### src/rtl/elps_pkg.sv
// ----------------------------------------------------------------------------
// elps_pkg
// Shared constants and types for the extra lepton pair selector.
// ----------------------------------------------------------------------------
package elps_pkg;

    localparam int MAX_LEPTONS_DEFAULT = 16;

    localparam int PT_W      = 16;
    localparam int FLAV_W    = 2;
    localparam int Z_W       = 5;
    localparam int OUT_IDX_W = 4;
    localparam int MIN_ID_W  = 2;
    localparam int CFG_IDX_W = 2;
    localparam int CFG_DAT_W = 16;

    localparam int IN_TDATA_W  = 32;
    localparam int IN_TUSER_W  = FLAV_W;
    localparam int OUT_TDATA_W = 8;
    localparam int OUT_TUSER_W = 2;

    localparam logic [FLAV_W-1:0] FLAVOR_ELE = 2'd0;
    localparam logic [FLAV_W-1:0] FLAVOR_MU  = 2'd1;

    localparam logic [CFG_IDX_W-1:0] CFG_MIN_PASS_ID    = 2'd0;
    localparam logic [CFG_IDX_W-1:0] CFG_LEAD_PT_MIN    = 2'd1;
    localparam logic [CFG_IDX_W-1:0] CFG_SUBLEAD_PT_MIN = 2'd2;

    localparam logic [Z_W-1:0] Z_NONE = 5'h1F;

    // One kept lepton, without its index (index width follows MAX_LEPTONS).
    typedef struct packed {
        logic            valid;
        logic [PT_W-1:0] pt;
        logic            passes;
    } lepton_rec_t;

    // Handoff flags between neighboring cells.
    typedef struct packed {
        logic present;
        logic push;
    } offer_t;

endpackage

### src/rtl/elps_cell.sv
// ----------------------------------------------------------------------------
// elps_cell
// One slot of the running top-pt row: keep or pass the offered lepton.
// ----------------------------------------------------------------------------
module elps_cell
    import elps_pkg::*;
#(
    parameter int IW = 4
)
(
    input  logic              clk,
    input  logic              rst_n,
    input  logic              clear,
    input  offer_t            offer_in,
    input  lepton_rec_t       rec_in,
    input  logic [IW-1:0]     idx_in,
    output offer_t            offer_out,
    output lepton_rec_t       rec_out,
    output logic [IW-1:0]     idx_out,
    output lepton_rec_t       rec_upd,
    output logic [IW-1:0]     idx_upd
);

    lepton_rec_t   slot_reg;
    logic [IW-1:0] idx_reg;
    logic          take;

    // A displaced neighbor is always taken; a fresh candidate needs an empty slot or a strictly higher pt.
    assign take = offer_in.present &&
                  (offer_in.push || !slot_reg.valid || (rec_in.pt > slot_reg.pt));

    always_comb
    begin
        if (take)
        begin
            rec_upd           = rec_in;
            idx_upd           = idx_in;
            offer_out.present = 1'b1;
            offer_out.push    = 1'b1;
            rec_out           = slot_reg;
            idx_out           = idx_reg;
        end
        else
        begin
            rec_upd           = slot_reg;
            idx_upd           = idx_reg;
            offer_out.present = offer_in.present;
            offer_out.push    = 1'b0;
            rec_out           = rec_in;
            idx_out           = idx_in;
        end
    end

    always_ff @(posedge clk or negedge rst_n)
    begin
        if (!rst_n)
        begin
            slot_reg <= '0;
            idx_reg  <= '0;
        end
        else if (clear)
        begin
            slot_reg <= '0;
            idx_reg  <= '0;
        end
        else
        begin
            slot_reg <= rec_upd;
            idx_reg  <= idx_upd;
        end
    end

endmodule

### src/rtl/extra_lepton_pair_select.sv
// ----------------------------------------------------------------------------
// extra_lepton_pair_select
// Picks the two highest-pt non-Z leptons of an event and checks ID and pt cuts.
// ----------------------------------------------------------------------------
// Leptons of one event stream in on s_axis, one beat each, numbered from 0 in
// arrival order; the beat with tlast closes the event. While s_axis_tready is
// high the block takes one beat every cycle: each beat passes through a row of
// two cells (leader and runner-up) that update as the beat is taken, so events
// may follow each other with no gap. The Z indices come from the first beat of
// the event. A closed event's result passes through the snapshot stage and
// then the output register before it is valid on m_axis. s_axis_tready drops
// only while the snapshot stage and the output register both hold results
// that the sink has not taken. Leptons beyond MAX_LEPTONS are dropped and
// raise the overflow flag of that event's result. Pt is in 1/16 GeV units.
// ----------------------------------------------------------------------------
module extra_lepton_pair_select
    import elps_pkg::*;
#(
    parameter int MAX_LEPTONS = MAX_LEPTONS_DEFAULT
)
(
    input  logic                   clk,
    input  logic                   rst_n,
    // configuration writes
    input  logic                   cfg_valid,
    output logic                   cfg_ready,
    input  logic [CFG_IDX_W-1:0]   cfg_index,
    input  logic [CFG_DAT_W-1:0]   cfg_data,
    // lepton stream
    input  logic                   s_axis_tvalid,
    output logic                   s_axis_tready,
    // [15:0] lep_pt, [16] lep_pass_ele, [17] lep_pass_mu,
    // [22:18] z_index_a, [27:23] z_index_b, [31:28] zero
    input  logic [IN_TDATA_W-1:0]  s_axis_tdata,
    // [1:0] lep_flavor
    input  logic [IN_TUSER_W-1:0]  s_axis_tuser,
    input  logic                   s_axis_tlast,
    // result stream
    output logic                   m_axis_tvalid,
    input  logic                   m_axis_tready,
    // [3:0] lead_index, [7:4] sublead_index
    output logic [OUT_TDATA_W-1:0] m_axis_tdata,
    // [0] pair_found, [1] overflow
    output logic [OUT_TUSER_W-1:0] m_axis_tuser
);

    localparam int IDX_W  = (MAX_LEPTONS > 1) ? $clog2(MAX_LEPTONS) : 1;
    localparam int IW     = (IDX_W > OUT_IDX_W) ? IDX_W : OUT_IDX_W;
    localparam int CNT_W  = $clog2(MAX_LEPTONS + 1);
    localparam int CMP_W  = (CNT_W > OUT_IDX_W) ? CNT_W : OUT_IDX_W;
    localparam int NCELLS = 2;

    // ------------------------------------------------------------------
    // Configuration registers; the user must write them only while idle, which the block does not enforce.
    // ------------------------------------------------------------------
    logic [MIN_ID_W-1:0] min_pass_id_reg;
    logic [PT_W-1:0]     lead_pt_min_reg;
    logic [PT_W-1:0]     sublead_pt_min_reg;

    assign cfg_ready = 1'b1;

    always_ff @(posedge clk or negedge rst_n)
    begin
        if (!rst_n)
        begin
            min_pass_id_reg    <= '0;
            lead_pt_min_reg    <= '0;
            sublead_pt_min_reg <= '0;
        end
        else if (cfg_valid)
        begin
            case (cfg_index)
                CFG_MIN_PASS_ID:    min_pass_id_reg    <= cfg_data[MIN_ID_W-1:0];
                CFG_LEAD_PT_MIN:    lead_pt_min_reg    <= cfg_data[PT_W-1:0];
                CFG_SUBLEAD_PT_MIN: sublead_pt_min_reg <= cfg_data[PT_W-1:0];
                default:            ;
            endcase
        end
    end

    // ------------------------------------------------------------------
    // Input beat unpacking
    // ------------------------------------------------------------------
    logic [PT_W-1:0]   in_pt;
    logic              in_pass_ele;
    logic              in_pass_mu;
    logic [Z_W-1:0]    in_za;
    logic [Z_W-1:0]    in_zb;
    logic [FLAV_W-1:0] in_flavor;
    logic              in_beat;

    assign in_pt       = s_axis_tdata[15:0];
    assign in_pass_ele = s_axis_tdata[16];
    assign in_pass_mu  = s_axis_tdata[17];
    assign in_za       = s_axis_tdata[22:18];
    assign in_zb       = s_axis_tdata[27:23];
    assign in_flavor   = s_axis_tuser[FLAV_W-1:0];
    assign in_beat     = s_axis_tvalid && s_axis_tready;

    // ------------------------------------------------------------------
    // Event bookkeeping: count, overflow, Z indices
    // ------------------------------------------------------------------
    logic [CNT_W-1:0] count_reg, count_next, count_upd;
    logic             ovf_reg, ovf_next, ovf_upd;
    logic [Z_W-1:0]   zf_reg, zf_next, zf_eff;
    logic [Z_W-1:0]   zs_reg, zs_next, zs_eff;
    logic             first_item;
    logic             in_range;
    logic [IW-1:0]    cur_idx;
    logic             is_z;
    logic             end_beat;

    assign first_item = (count_reg == '0);
    assign in_range   = (count_reg < CNT_W'(MAX_LEPTONS));
    assign zf_eff     = first_item ? in_za : zf_reg;
    assign zs_eff     = first_item ? in_zb : zs_reg;
    assign cur_idx    = IW'(count_reg);
    assign is_z       = (!zf_eff[Z_W-1] && (IW'(zf_eff[Z_W-2:0]) == cur_idx)) ||
                        (!zs_eff[Z_W-1] && (IW'(zs_eff[Z_W-2:0]) == cur_idx));
    assign count_upd  = in_range ? (count_reg + CNT_W'(1)) : count_reg;
    assign ovf_upd    = ovf_reg || !in_range;
    assign end_beat   = in_beat && s_axis_tlast;

    always_comb
    begin
        count_next = count_reg;
        ovf_next   = ovf_reg;
        zf_next    = zf_reg;
        zs_next    = zs_reg;
        if (end_beat)
        begin
            count_next = '0;
            ovf_next   = 1'b0;
            zf_next    = Z_NONE;
            zs_next    = Z_NONE;
        end
        else if (in_beat)
        begin
            count_next = count_upd;
            ovf_next   = ovf_upd;
            zf_next    = zf_eff;
            zs_next    = zs_eff;
        end
    end

    always_ff @(posedge clk or negedge rst_n)
    begin
        if (!rst_n)
        begin
            count_reg <= '0;
            ovf_reg   <= 1'b0;
            zf_reg    <= Z_NONE;
            zs_reg    <= Z_NONE;
        end
        else
        begin
            count_reg <= count_next;
            ovf_reg   <= ovf_next;
            zf_reg    <= zf_next;
            zs_reg    <= zs_next;
        end
    end

    // ------------------------------------------------------------------
    // Row of top-pt cells: cell 0 holds the leader, cell 1 the runner-up.
    // A lepton enters cell 0; whatever a cell gives up moves down one.
    // ------------------------------------------------------------------
    offer_t        chain_offer [NCELLS+1];
    lepton_rec_t   chain_rec   [NCELLS+1];
    logic [IW-1:0] chain_idx   [NCELLS+1];
    lepton_rec_t   cell_upd    [NCELLS];
    logic [IW-1:0] cell_idx    [NCELLS];

    assign chain_offer[0].present = in_beat && in_range && !is_z;
    assign chain_offer[0].push    = 1'b0;
    assign chain_rec[0].valid     = 1'b1;
    assign chain_rec[0].pt        = in_pt;
    assign chain_rec[0].passes    = ((in_flavor == FLAVOR_ELE) && in_pass_ele) ||
                                    ((in_flavor == FLAVOR_MU)  && in_pass_mu);
    assign chain_idx[0]           = cur_idx;

    for (genvar c = 0; c < NCELLS; c++)
    begin : g_cell
        elps_cell #(
            .IW (IW)
        ) u_cell (
            .clk       (clk),
            .rst_n     (rst_n),
            .clear     (end_beat),
            .offer_in  (chain_offer[c]),
            .rec_in    (chain_rec[c]),
            .idx_in    (chain_idx[c]),
            .offer_out (chain_offer[c+1]),
            .rec_out   (chain_rec[c+1]),
            .idx_out   (chain_idx[c+1]),
            .rec_upd   (cell_upd[c]),
            .idx_upd   (cell_idx[c])
        );
    end

    // ------------------------------------------------------------------
    // Snapshot stage: hold the closed event's final state.
    // ------------------------------------------------------------------
    logic             snap_valid_reg;
    lepton_rec_t      snap_top_reg, snap_sub_reg;
    logic [IW-1:0]    snap_top_idx_reg, snap_sub_idx_reg;
    logic [CNT_W-1:0] snap_count_reg;
    logic             snap_ovf_reg;
    logic [Z_W-1:0]   snap_zf_reg, snap_zs_reg;
    logic             out_valid_reg;
    logic             out_load;

    assign out_load      = snap_valid_reg && (!out_valid_reg || m_axis_tready);
    assign s_axis_tready = !snap_valid_reg || out_load;

    always_ff @(posedge clk or negedge rst_n)
    begin
        if (!rst_n)
            snap_valid_reg <= 1'b0;
        else if (end_beat)
            snap_valid_reg <= 1'b1;
        else if (out_load)
            snap_valid_reg <= 1'b0;
    end

    always_ff @(posedge clk)
    begin
        if (end_beat)
        begin
            snap_top_reg     <= cell_upd[0];
            snap_sub_reg     <= cell_upd[1];
            snap_top_idx_reg <= cell_idx[0];
            snap_sub_idx_reg <= cell_idx[1];
            snap_count_reg   <= count_upd;
            snap_ovf_reg     <= ovf_upd;
            snap_zf_reg      <= zf_eff;
            snap_zs_reg      <= zs_eff;
        end
    end

    // ------------------------------------------------------------------
    // Pair check and output register
    // ------------------------------------------------------------------
    logic [MIN_ID_W-1:0] need_id;
    logic [1:0]          npass;
    logic                z_ok;
    logic                found;
    logic [CMP_W-1:0]    cnt_cmp;

    assign need_id = (min_pass_id_reg > MIN_ID_W'(2)) ? MIN_ID_W'(2) : min_pass_id_reg;
    assign npass   = {1'b0, snap_top_reg.passes} + {1'b0, snap_sub_reg.passes};
    assign cnt_cmp = CMP_W'(snap_count_reg);
    assign z_ok    = !snap_zf_reg[Z_W-1] && !snap_zs_reg[Z_W-1] &&
                     (snap_zf_reg != snap_zs_reg) &&
                     (CMP_W'(snap_zf_reg[Z_W-2:0]) < cnt_cmp) &&
                     (CMP_W'(snap_zs_reg[Z_W-2:0]) < cnt_cmp);
    assign found   = z_ok && snap_top_reg.valid && snap_sub_reg.valid &&
                     (npass >= need_id) &&
                     (snap_top_reg.pt >= lead_pt_min_reg) &&
                     (snap_sub_reg.pt >= sublead_pt_min_reg);

    logic [OUT_TDATA_W-1:0] out_data_reg;
    logic [OUT_TUSER_W-1:0] out_user_reg;

    always_ff @(posedge clk or negedge rst_n)
    begin
        if (!rst_n)
            out_valid_reg <= 1'b0;
        else if (out_load)
            out_valid_reg <= 1'b1;
        else if (m_axis_tready)
            out_valid_reg <= 1'b0;
    end

    always_ff @(posedge clk)
    begin
        if (out_load)
        begin
            // drop the indices when no pair is found
            out_data_reg <= found ? {snap_sub_idx_reg[OUT_IDX_W-1:0],
                                     snap_top_idx_reg[OUT_IDX_W-1:0]} : '0;
            out_user_reg <= {snap_ovf_reg, found};
        end
    end

    assign m_axis_tvalid = out_valid_reg;
    assign m_axis_tdata  = out_data_reg;
    assign m_axis_tuser  = out_user_reg;

endmodule

### config.mk
export PLATFORM = sky130hd
export DESIGN_NAME = extra_lepton_pair_select
export DESIGN_NICKNAME = d
export VERILOG_FILES = /design/src/rtl/elps_pkg.sv /design/src/rtl/elps_cell.sv /design/src/rtl/extra_lepton_pair_select.sv
export SDC_FILE = /design/constraint.sdc
export NUM_CORES = 1
export LEC_CHECK = 0
export BUFFER_PORTS_ARGS = -buffer_cell sky130_fd_sc_hd__buf_2
export CAP_MARGIN = 20
export CORE_MARGIN = 1
export CORE_UTILIZATION = 35
export CTS_CLUSTER_SIZE = 30
export DETAILED_ROUTE_END_ITERATION = 10
export GPL_ROUTABILITY_DRIVEN = 0
export HOLD_SLACK_MARGIN = 0.06
export PLACE_DENSITY_LB_ADDON = 0.1
export SETUP_SLACK_MARGIN = 0.3
export SYNTH_ARGS = -nofsm -noshare
export SYNTH_HDL_FRONTEND = slang
export SYNTH_SLANG_ARGS = --single-unit
### constraint.sdc
create_clock -name clk -period 4.4 [get_ports clk]
set_input_delay 0.88 -clock clk [delete_from_list [all_inputs] [get_ports clk]]
set_output_delay 0.88 -clock clk [all_outputs]
set_load 0.01 [all_outputs]
=== Word level (Yosys, flattened, before mapping) ===
Cells that the tools add are included.

* Register bits: 166
* Output and inout port bits: 13
* Latch bits: 0
* Input bits: 58
* Bits in writable memories: 0
* Memories: 0
* Word-level logic and storage cells: 122
* ROM bits: 0

* Equal/unequal tests: 6
* $add $sub $neg: 2
* Shift-type cells: 0
* Multiply operators: 0
* Reductions and logical operators: 47
* Div/mod/pow operators: 0
* Bitwise operators: 0
* Multiplexer cells: 27
* Magnitude comparators: 9

{| class="wikitable"
|+ Operator list
! cell !! number
|-
| two-way mux 18 bit || 5
|-
| two-way mux 5 bit || 9
|-
| greater-or-equal comparator 16 bit || 2
|-
| > comparator 16 bit || 2
|-
| logical AND 1 bit || 20
|-
| two-way mux 4 bit || 5
|-
| zero test 1 bit || 10
|-
| less-than comparator 4 x 5 -> 1 bit || 2
|-
| equality test 4 bit || 2
|-
| logical OR 1 bit || 8
|-
| two-way mux 1 bit || 6
|-
| AND reduction 2 bit || 3
|-
| nonzero test 2 bit || 3
|-
| adder 5 x 1 -> 5 bit (second input constant) || 1
|-
| zero test 5 bit || 1
|-
| less-than comparator 5 bit (second input constant) || 1
|-
| inequality test 5 bit || 1
|-
| equality test 2 x 1 -> 1 bit (second input constant) || 2
|-
| zero test 2 bit || 2
|-
| two-way mux 2 bit || 2
|-
| adder 1 x 1 -> 2 bit || 1
|-
| equality test 2 bit (second input constant) || 1
|-
| greater-or-equal comparator 2 bit || 1
|-
| > comparator 2 bit (second input constant) || 1
|}

=== Depth between registers and ports, before layout ===
Gate-level depths: netlist of the first run.

* Word-level depth: 14
* Gate-level depth with buffers: 23
* Mapped depth without buffers: 17

=== Cells and area by module ===
From an unflattened synthesis of the first run, not the netlist that was laid out.

* Cells, all modules: 845
* Area total of the unflattened synthesis: 9,929.5 µm²

{| class="wikitable"
|+ Modules (own cells, without submodules)
! module !! cells an instance !! sequential area each (µm²) !! times used !! area each (µm²)
|-
| extra_lepton_pair_select || 441 || 3,415.8 || 1 || 5,725.5
|-
| elps_cell || 202 || 550.5 || 2 || 2,102.0
|}

=== Worst setup path before layout of the first run ===
OpenSTA, ideal clock, no wires.

* Kind: input to register
* Start: in s_axis_tdata[14]
* End: reg g_cell[1].u_cell.slot_reg[1] (netlist bit)
* Buffers on the path: 3
* Required time: 4.275 ns
* Slack: -0.641 ns
* Library setup time: 0.125 ns
* Cell stages on the path: 18
* Arrival: 4.916 ns
* Cell sequence: ha_1 > nand4_1 > or4_1 > o2111a_1 > nor4_4 > buf_4 > mux2i_1 > inv_1 > ha_1 > and3_1 > o21ai_0 > o2111ai_1 > o31ai_1 > o21ai_0 > and2_1 > buf_2 > buf_2 > a211oi_1

* Cells in the longest elaborated chain, start to end: 9
* Elaborated cells on any way between the ends: 11
* Those cells by class: 2 x order compare; 4 x mux; 5 x reduce/logical

{| class="wikitable"
|+ RTL lines
! what !! RTL line !! source
|-
| start: declaration || extra_lepton_pair_select.sv:34 || <nowiki>input logic [IN_TDATA_W-1:0] s_axis_tdata,</nowiki>
|-
| > comparator 16 bit || elps_cell.sv:30 || <nowiki>(offer_in.push || !slot_reg.valid || (rec_in.pt > slot_reg.pt));</nowiki>
|-
| logical OR 1 bit || elps_cell.sv:30 ||
|-
| logical AND 1 bit || elps_cell.sv:29 || <nowiki>assign take = offer_in.present &&</nowiki>
|-
| two-way mux 18 bit / two-way mux 2 bit (equally long branches) || elps_cell.sv:34 || <nowiki>if (take)</nowiki>
|-
| > comparator 16 bit / logical OR 1 bit (equally long branches) || elps_cell.sv:30 ||
|-
| logical OR 1 bit || elps_cell.sv:30 ||
|-
| logical AND 1 bit || elps_cell.sv:29 ||
|-
| two-way mux 18 bit (*) || elps_cell.sv:34 ||
|-
| two-way mux 18 bit (*) || elps_cell.sv:61 || <nowiki>else if (clear)</nowiki>
|-
| end signal: assignment || elps_cell.sv:68 || <nowiki>slot_reg <= rec_upd;</nowiki>
|-
| end: declaration || elps_cell.sv:24 || <nowiki>lepton_rec_t slot_reg;</nowiki>
|}

Every way passes the cells marked *; elsewhere a longest branch is shown, timed or not.
A chain may end at the register's enable or synchronous reset.

==> flow_summary.yaml, run 1 <==
die:
  boundaryPins: 71
  initial_core_util: 0.361
  chipHeight_um: 161
  die_x_um: 161
  core_sq_um: 24600
  dieArea_sq_um: 26000
  row_count: 57
routing:
  first_pass_iters: 4
  wirelength_mm: 22.5
  drc_errors: 0
  ant_nets: 0
  drt_iter0_drc: 210
  vias: 6574
  wl_per_cell_um: 17.1
  via_per_inst: 4.98
timing:
  max_freq_mhz: 211
  rsz0062_at_grt: "yes"
  final_max_slew_viol_count: 0
  worst_slack_ps: -350
  finalSetupViolCount: 42
  fin_hold_ws_ps: 429
  fin_crit_sh: 1.08
  fin_crit_ps: 4750
  worst_slew_pin_slew_ps: 898
  max_slew_margin: 0.399
  setup_tns_ps: -12860
  skew_ps: 12.1
  finalHoldViolCount: 0
power:
  powerDensity_nw_per_um2: 454
  power_w: 0.00549
  ir_worst_vdd_v: 0.000227
  p_leak_nw: 5.36
clock_tree:
  path_clk_slew_ps: 70
  max-clock-path-buffers: 2
  cts_tree: "built"
  clkLatencyLatePin_ps: 430
  cts_buffers: 17
  htreeDepth: 4
  ctsRootBufferMaster: "clkbuf_16"
  cts.sinks: 166
  ctsHoldBuffers: 0
finish:
  fillers: 2218
  layout-drive-gt1-share: 0.410
  final-seq-area_sq_um: 4520
  final_core_util: 0.491
  antenna-diode-count: 0
  multi_input_area_sq_um: 4510
  largest_register_ffs: 36
  syn_to_final_growth_pct: 36.1
  nets: 1118
setup_path:
  critPathArrivalTime_ps: 4940
  worst_setup_path_end_kind: "register"
  worst_r2r_path_depth: 24
  crit_required_ps: 4590
  critical_path_class: "reg -> reg"
  r2r-start: "count_reg[0]"
  crit_fanout: 5
  start_kind: "register"
  r2r_slack_ps: -350
  crit-reg2reg-capture: "snap_sub_idx_reg[3]"
placed_design:
  pre_cts_slack_ps: -955
  dp_hpwl_mm: 16.0
  port_buffers: 65
run_status:
  status: "finished, violations left"
  violations: "negative setup slack"
flow_run:
  drv_cap: 0
grt:
  gr-usage-all-layers: 0.183
  grt_pass1_vias: 7226
  grt_pass1_wl_mm: 36.9
  grt_max_degree: 51
  antenna_found_initial: 0
  grt_remaining_overflow: 0
yosys:
  synth_area_leaders: "dfrtp_1, edfxtp_1, ha_1"
  synth-seq-area-share: 0.509
  synth_edf_count: 70
  syn_area_sq_um: 8880
  syn_inst: 782
  yosysMostFrequentCell: "inv_1"
  synth_cell_types: 57
  ys.warnings.count: 0
  synthDominantAreaCellType: "dfrtp_1"
  yosys_register_bits: 166
  async_flop_share: 0.578
  yosys-top-cells-count: "inv_1, dfrtp_1, ha_1"
  avgSynthCellArea_sq_um: 11.4
  synth-main-ff-cell: "dfrtp_1"
  syn_nets: 916
  synth_top_area_frac: 0.242
worst_hold_path:
  hp-class: "in -> async"
## worst max path at each step
| stage | startpoint | end | slack (ps) | cells after the start |
|---|---|---|---|---|
| final | count_reg[0] | snap_sub_idx_reg[3] | -350 | 24 |
| after global routing | count_reg[0] | g_cell[1].u_cell.slot_reg[8] | -550 | 23 |
| after CTS | s_axis_tdata[9] | snap_sub_idx_reg[3] | -240 | 20 |
| after detailed placement | s_axis_tdata[10] | g_cell[1].u_cell.slot_reg[16] | -950 | 19 |
| after global placement | s_axis_tdata[10] | snap_sub_reg[7] | -830 | 18 |
| after floorplan | s_axis_tdata[10] | snap_sub_reg[11] | -380 | 18 |
## area by class of cell
cell class	count	share of cell area
Clock buffer	17	0.0352
Clock inverter	15	0.00994
Inverter	98	0.0306
Multi-Input combinational cell	488	0.373
Sequential cell	166	0.374
Tap cell	324	0.0335
Timing Repair Buffer	213	0.143
## kinds of logic (layout without fill, tap and decap cells)
kind of cell    Yosys count  after routing  share of synthesized area
compound gates          157            157                      0.111
buf+inv                 128            343                     0.0584
mux                      85             85                      0.104
flops                   166            166                      0.509
xor+xnor                  8              8                    0.00789
fa+ha+maj                76             76                      0.107
other cells               1              1                   0.000422
simple gates            161            161                      0.102
## power breakdown
| group | internal, W | switching (W) |
|---|---|---|
| sequential | 0.00192 | 0.000154 |
| clock | 0.000735 | 0.000672 |
| combinational | 0.00105 | 0.000960 |
## critical path, stage by stage (launching register included)
cell and delay [ps]:
dfrtp_1 390, inv_2 90, ha_4 130, or4b_4 460, buf_8 140, buf_6 120
o221a_1 260, nand4_1 140, o21ai_4 90, nor4_4 300, buf_6 190, buf_12 150
mux2i_4 260, inv_1 110, ha_4 290, nand4_1 230, nor2_2 180, buf_4 130
nand3_2 80, o31ai_4 80, o21ai_2 130, buf_6 150, buf_6 130, a21o_1 190
o21a_1 100
## cells in the final DEF, fill, tap and decap left out, types with 6 or more instances in the layout
master,instances
buf_4,124
inv_1,90
dfrtp_1,86
edfxtp_1,70
ha_1,61
buf_2,60
mux2_2,56
a21oi_1,42
nand2_1,28
and2_1,25
nor2_1,25
a211oi_2,18
clkbuf_16,18
o21ai_0,17
nand2b_1,15
nor2b_1,14
ha_4,14
mux2i_1,13
a21o_1,13
a21oi_2,12
a21oi_4,12
buf_6,12
nand4_1,10
nor3b_1,10
mux2i_4,10
dfstp_2,10
buf_12,8
xnor2_1,7
nor3_1,7
inv_2,7
o21a_1,6
## metal layers
| layer | GRT usage | share of wire |
|---|---|---|
| met5 | 0 | 0 |
| met4 | 0.0622 | 0.022 |
| met3 | 0.0311 | 0.033 |
| met2 | 0.329 | 0.51 |
| met1 | 0.219 | 0.43 |
## per-stage QoR
step,area [sq um],cells
finish,12100,1321
global route,12100,1321
CTS,11700,1307
detailed placement,10400,1252
global placement,10400,1251
floorplan,8990,782
## repair_timing
| action | 4_1_cts | 5_1_grt |
|---|---|---|
| setup endpoints to repair | 42 | 42 |
| cloned | 5 | 1 |
| gates resized for setup | 108 | 36 |
| setup buffers | 18 | 13 |
| pin swaps | 33 | 16 |
No activity file was read; power rests on OpenSTA's default activity.
==> run 2: changes to the inputs <==
- ABC_AREA: unset -> 1
- SLEW_MARGIN: unset -> 40
==> flow_summary.yaml, run 2 <==
timing:
  finalHoldViolCount: 0
  skew_ps: 12.1
  worst_slack_ps: 420
  rsz0062_at_grt: "yes"
  final_max_slew_viol_count: 0
  worst_slew_pin_slew_ps: 808
  fin_crit_ps: 3980
  finalSetupViolCount: 0
  max_slew_margin: 0.461
  max_freq_mhz: 251
  fin_crit_sh: 0.905
yosys:
  synth_area_leaders: "dfrtp_1, edfxtp_1, ha_1"
  syn_area_sq_um: 8990
  synth_fa_ha_area_frac: 0.106
  synth_compound_area_frac: 0.0807
  avgSynthCellArea_sq_um: 8.92
  synth-seq-area-share: 0.502
  yosys-top-cells-count: "nand2_1, inv_1, dfrtp_1"
  synth_cell_types: 41
  synth_edf_count: 70
  yosys_register_bits: 166
  ys.warnings.count: 0
  synth_top_family_by_area: "simple AND/OR/NAND/NOR gates"
  async_flop_share: 0.578
  synthDominantAreaCellType: "dfrtp_1"
  syn_inst: 1008
  synth-main-ff-cell: "dfrtp_1"
  muxShareOfSynthArea: 0
  synth-simple-area-share: 0.215
  syn_nets: 1142
  synth-xor-area-share: 0.00682
  yosysMostFrequentCell: "nand2_1"
  synth_top_area_frac: 0.239
routing:
  first_pass_iters: 4
  vias: 6910
  wl_per_cell_um: 14.9
  drc_errors: 0
  drt_iter0_drc: 342
  wirelength_mm: 22.3
  via_per_inst: 4.61
  ant_nets: 0
worst_hold_path:
  hp-class: "reg -> reg"
  min_from: "snap_ovf_reg"
setup_path:
  critPathArrivalTime_ps: 4160
  cp_common_cell: "nand2_2"
  start_kind: "input port"
  crit_required_ps: 4580
  worst_setup_path_end_kind: "register"
  crit_family: "simple AND/OR/NAND/NOR gates"
  r2r-start: "count_reg[1]"
  crit_fanout: 10
  crit_buf_inv: 5
  critical_path_class: "in -> reg"
  max_stage_delay_ps: 280
  cp-startpoint: "s_axis_tdata[12]"
  cp_slowest_cell: "ha_1"
finish:
  syn_to_final_growth_pct: 32.0
  final_common_cell: "nand2_1"
  final_core_util: 0.471
  layout-drive-gt1-share: 0.325
  antenna-diode-count: 0
  largest_register_ffs: 36
  mostFrequentLayoutCells: "nand2_1, inv_1, dfrtp_1, edfxtp_1, buf_4"
  nets: 1289
grt:
  grt_pass1_vias: 6721
  grt_remaining_overflow: 0
  grt_pass1_wl_mm: 34.3
  gr-usage-all-layers: 0.169
  antenna_found_initial: 0
  grt_max_degree: 86
placed_design:
  pre_cts_slack_ps: -42.8
  dp_hpwl_mm: 15.0
  port_buffers: 65
clock_tree:
  path_clk_slew_ps: 70
  cts_buffers: 17
  ctsRootBufferMaster: "clkbuf_16"
  clkLatencyLatePin_ps: 430
  cts_tree: "built"
  ctsHoldBuffers: 0
  cts.sinks: 166
  htreeDepth: 4
  max-clock-path-buffers: 2
power:
  p_leak_nw: 5.65
  ir_worst_vdd_v: 0.000264
  powerDensity_nw_per_um2: 450
die:
  dieArea_sq_um: 26300
  core_sq_um: 25200
  row_count: 58
  die_x_um: 162
  initial_core_util: 0.357
  chipHeight_um: 162
  boundaryPins: 71
run_status:
  status: "finished clean"
flow_run:
  drv_cap: 0
run 2: changes by cell type after synthesis, sizes merged, moves of 6 or more:
cell,delta
o21ai,+50
mux2,-60
and2,-8
a21oi,-20
nand3,+76
a211oi,-22
nand2,+209
nor2,+42
nor2b,-15
nand2b,-15
o21a,-6
a21o,-11
inv,+67
mux2i,-25
run 2: final timing paths:
path                                           endpoint  slack [ps]  cells past startpoint
max in group asynchronous  g_cell[0].u_cell.slot_reg[0]        3060                      2
min in group asynchronous            lead_pt_min_reg[2]         500                      1
max                                     snap_sub_reg[1]         420                     25
min                                     m_axis_tuser[1]         430                      0
min reg2reg                             m_axis_tuser[1]         430                      0
max reg2reg                             snap_sub_reg[1]         420                     29
run 2: worst reg2reg max path: cells and delay by family (launching register included):
| family | cells | cell delay, ps |
|---|---|---|
| adder cells (fa/ha/maj) | 2 | 400 |
| buffers and inverters | 9 | 1010 |
| AND/OR/NAND/NOR | 18 | 1920 |
| flip-flops | 1 | 410 |
run 2: report_power, final:
group	leakage, nW	total [W]	internal (W)	switching, W
Clock	0.286	0.00147	0.000827	0.000643
Sequential	1.86	0.00202	0.00190	0.000119
Combinational	3.51	0.00185	0.000800	0.00105
Total	5.65	0.00534	0.00353	0.00181
run 2: routing by layer:
metal  wire length, um  track usage
met1             10600        0.224
met2             10800        0.281
met3               592       0.0304
met4               300       0.0515
met5                 0            0
run 2: what timing repair did:
action | CTS | global route
buffers inserted | 1 | 23
cloned | 1 | 6
gates resized for setup | 4 | 193
setup endpoints to repair | 8 | 42
pin swaps | 2 | 53
run 2: cells by family (layout without fill, tap and decap cells):
family	after synthesis	after routing
adder cells (fa/ha/maj)	76	76
buffers and inverters	195	354
flip-flops	166	166
other	1	1
AND/OR/NAND/NOR	434	435
AO/OA/AOI/OAI	129	129
XOR/XNOR	7	7
run 2: through the flow:
| stage | hold WS (ps) | area, sq um | power [W] | setup TNS [ps] | cells |
|---|---|---|---|---|---|
| after floorplan | 400 | 8990 | 0.00297 | 0 | 1008 |
| after global placement | 414 | 10100 | 0.00345 | -64.3 | 1435 |
| after detailed placement | 418 | 10100 | 0.00347 | -148 | 1435 |
| after CTS | 423 | 10700 | 0.00497 | 0 | 1469 |
| after global routing | 428 | 11900 | 0.00571 | 0 | 1498 |
| final | 426 | 11900 | 0.00534 | 0 | 1498 |
run 2: final cells by class:
cell class / instances / area (sq um)
Sequential cell: 166 / 4520
Inverter: 166 / 623
Clock buffer: 24 / 514
Multi-Input combinational cell: 648 / 4520
Fill cell: 2411 / 13300
Timing Repair Buffer: 156 / 1220
Tap cell: 330 / 413
Clock inverter: 8 / 60.1
==> run 3: changes to the inputs <==
- CORE_UTILIZATION: 35 -> 33
==> flow_summary.yaml, run 3 (same netlist as run 2, synthesis figures left out) <==
clock_tree:
  htreeDepth: 4
  ctsRootBufferMaster: "clkbuf_16"
  cts_tree: "built"
  max-clock-path-buffers: 2
  cts.sinks: 166
  cts_buffers: 17
  path_clk_slew_ps: 70
  clkLatencyLatePin_ps: 440
grt:
  gr-usage-all-layers: 0.165
  grt_pass1_vias: 6958
  grt_max_degree: 60
  grt_remaining_overflow: 0
  antenna_found_initial: 1
  grt_pass1_wl_mm: 35.7
finish:
  fillers: 2711
  final_common_cell: "nand2_1"
  multi_input_area_sq_um: 4100
  syn_to_final_growth_pct: 26.9
  layout-drive-gt1-share: 0.274
  nets: 1293
  mostFrequentLayoutCells: "nand2_1, inv_1, dfrtp_1, buf_4, edfxtp_1"
  final_cells: 1513
  final_core_util: 0.426
  largest_register_ffs: 36
  final-seq-area_sq_um: 4520
  antenna-diode-count: 0
placed_design:
  pre_cts_slack_ps: -168
  port_buffers: 65
  dp_hpwl_mm: 15.6
  place_inst: 1457
power:
  power_frac_clock: 0.275
  p_sw_w: 0.00177
  p_leak_nw: 5.56
  pwr-share-seq: 0.390
  ir_worst_vdd_v: 0.000293
  p_comb_frac: 0.334
  internal-power_w: 0.00340
  powerDensity_nw_per_um2: 453
  swShare: 0.342
setup_path:
  start_kind: "input port"
  worst_setup_path_end_kind: "register"
  critical_path_class: "in -> reg"
  crit_required_ps: 4600
  crit_fanout: 9
  crit-reg2reg-capture: "snap_sub_reg[13]"
  r2r_slack_ps: 440
  r2r-start: "count_reg[0]"
  worst_r2r_path_depth: 28
  critPathArrivalTime_ps: 4170
timing:
  fin_crit_ps: 3960
  max_freq_mhz: 252
  fin_hold_ws_ps: 425
  skew_ps: 14.1
  finalHoldViolCount: 0
  fin_crit_sh: 0.901
  worst_slack_ps: 436
  finalSetupViolCount: 0
  worst_slew_pin_slew_ps: 757
  rsz0062_at_grt: "yes"
  max_slew_margin: 0.495
  setup_tns_ps: 0
  final_max_slew_viol_count: 0
die:
  boundaryPins: 71
  chipHeight_um: 167
  dieArea_sq_um: 27900
  initial_core_util: 0.335
  row_count: 60
  core_sq_um: 26800
  die_x_um: 167
worst_hold_path:
  whs_path_depth: 0
  min_from: "snap_ovf_reg"
  hp-class: "reg -> reg"
  hold_path_end: "m_axis_tuser[1]"
routing:
  wirelength_mm: 21.7
  drc_errors: 0
  via_per_inst: 4.55
  ant_nets: 0
  vias: 6879
  wl_per_cell_um: 14.3
  drt_iter0_drc: 335
  first_pass_iters: 4
flow_run:
  drv_cap: 0
run_status:
  status: "finished clean"
run 3: how the worst max path moves through the flow:
stage | startpoint | endpoint | slack (ps) | depth (start not counted)
floorplan | m_axis_tready | cnt_cmp[0] | 560 | 5
global placement | s_axis_tdata[3] | snap_sub_idx_reg[0] | -130 | 29
detailed placement | s_axis_tdata[11] | snap_sub_idx_reg[0] | -170 | 26
CTS | count_reg[0] | snap_sub_idx_reg[3] | 300 | 32
global route | count_reg[0] | snap_sub_idx_reg[3] | 130 | 37
finish | s_axis_tdata[11] | snap_sub_reg[13] | 440 | 28
run 3: stage by stage:
step	total power, W	area, sq um
finish	0.00516	11400
detailed placement	0.00348	10200
global route	0.00555	11400
global placement	0.00346	10100
floorplan	0.00297	8990
CTS	0.00498	10800
run 3: area by class of cell:
type,instances,area share
sequential,166,0.396
multi-input combinational,649,0.359
timing repair buffer,159,0.105
inverter,166,0.0547
clock buffer,18,0.0376
tap,341,0.0374
clock inverter,14,0.0103
run 3: worst max-delay path, cell delays in order:
cell       delay [ps]
buf_2             110
ha_1              330
a21oi_1           210
a21oi_2            80
nor2_2            170
nand2_2            80
nand2_2            70
nand2_2            70
buf_4             130
buf_4             170
nand3_1           110
nand2_1            60
ha_1              300
a21oi_2           140
nor2_1             50
nor2_1            100
nand2_1            60
nand2_1            70
nand2_2            60
buf_6             120
buf_6             100
a21oi_4           130
nand2_2            80
nand2_4           150
clkbuf_16         160
nand2_1            50
nand2_2            80
inv_1              40
run 3: power groups by stage:
stage / Sequential [W] / Clock (W) / Combinational [W]
2_1_floorplan: 0.00201 / 0 / 0.000959
3_3_place_gp: 0.00204 / 0 / 0.00142
3_5_place_dp: 0.00204 / 0 / 0.00144
4_1_cts: 0.00201 / 0.00146 / 0.00151
5_1_grt: 0.00204 / 0.00152 / 0.00199
6_report: 0.00202 / 0.00142 / 0.00173
run 3: what timing repair did:
action | in CTS | in global routing
setup buffers | 6 | 13
resized for setup | 17 | 99
cloned | 2 | 3
hold buffers | 0 | 0
pin swaps | 11 | 50
endpoints found under the setup margin | 6 | 42
run 3: routing by layer:
layer / GRT usage / part of all wire
met4: 0.0479 / 0.013
met3: 0.0297 / 0.026
met2: 0.274 / 0.47
met5: 0 / 0
met1: 0.219 / 0.49
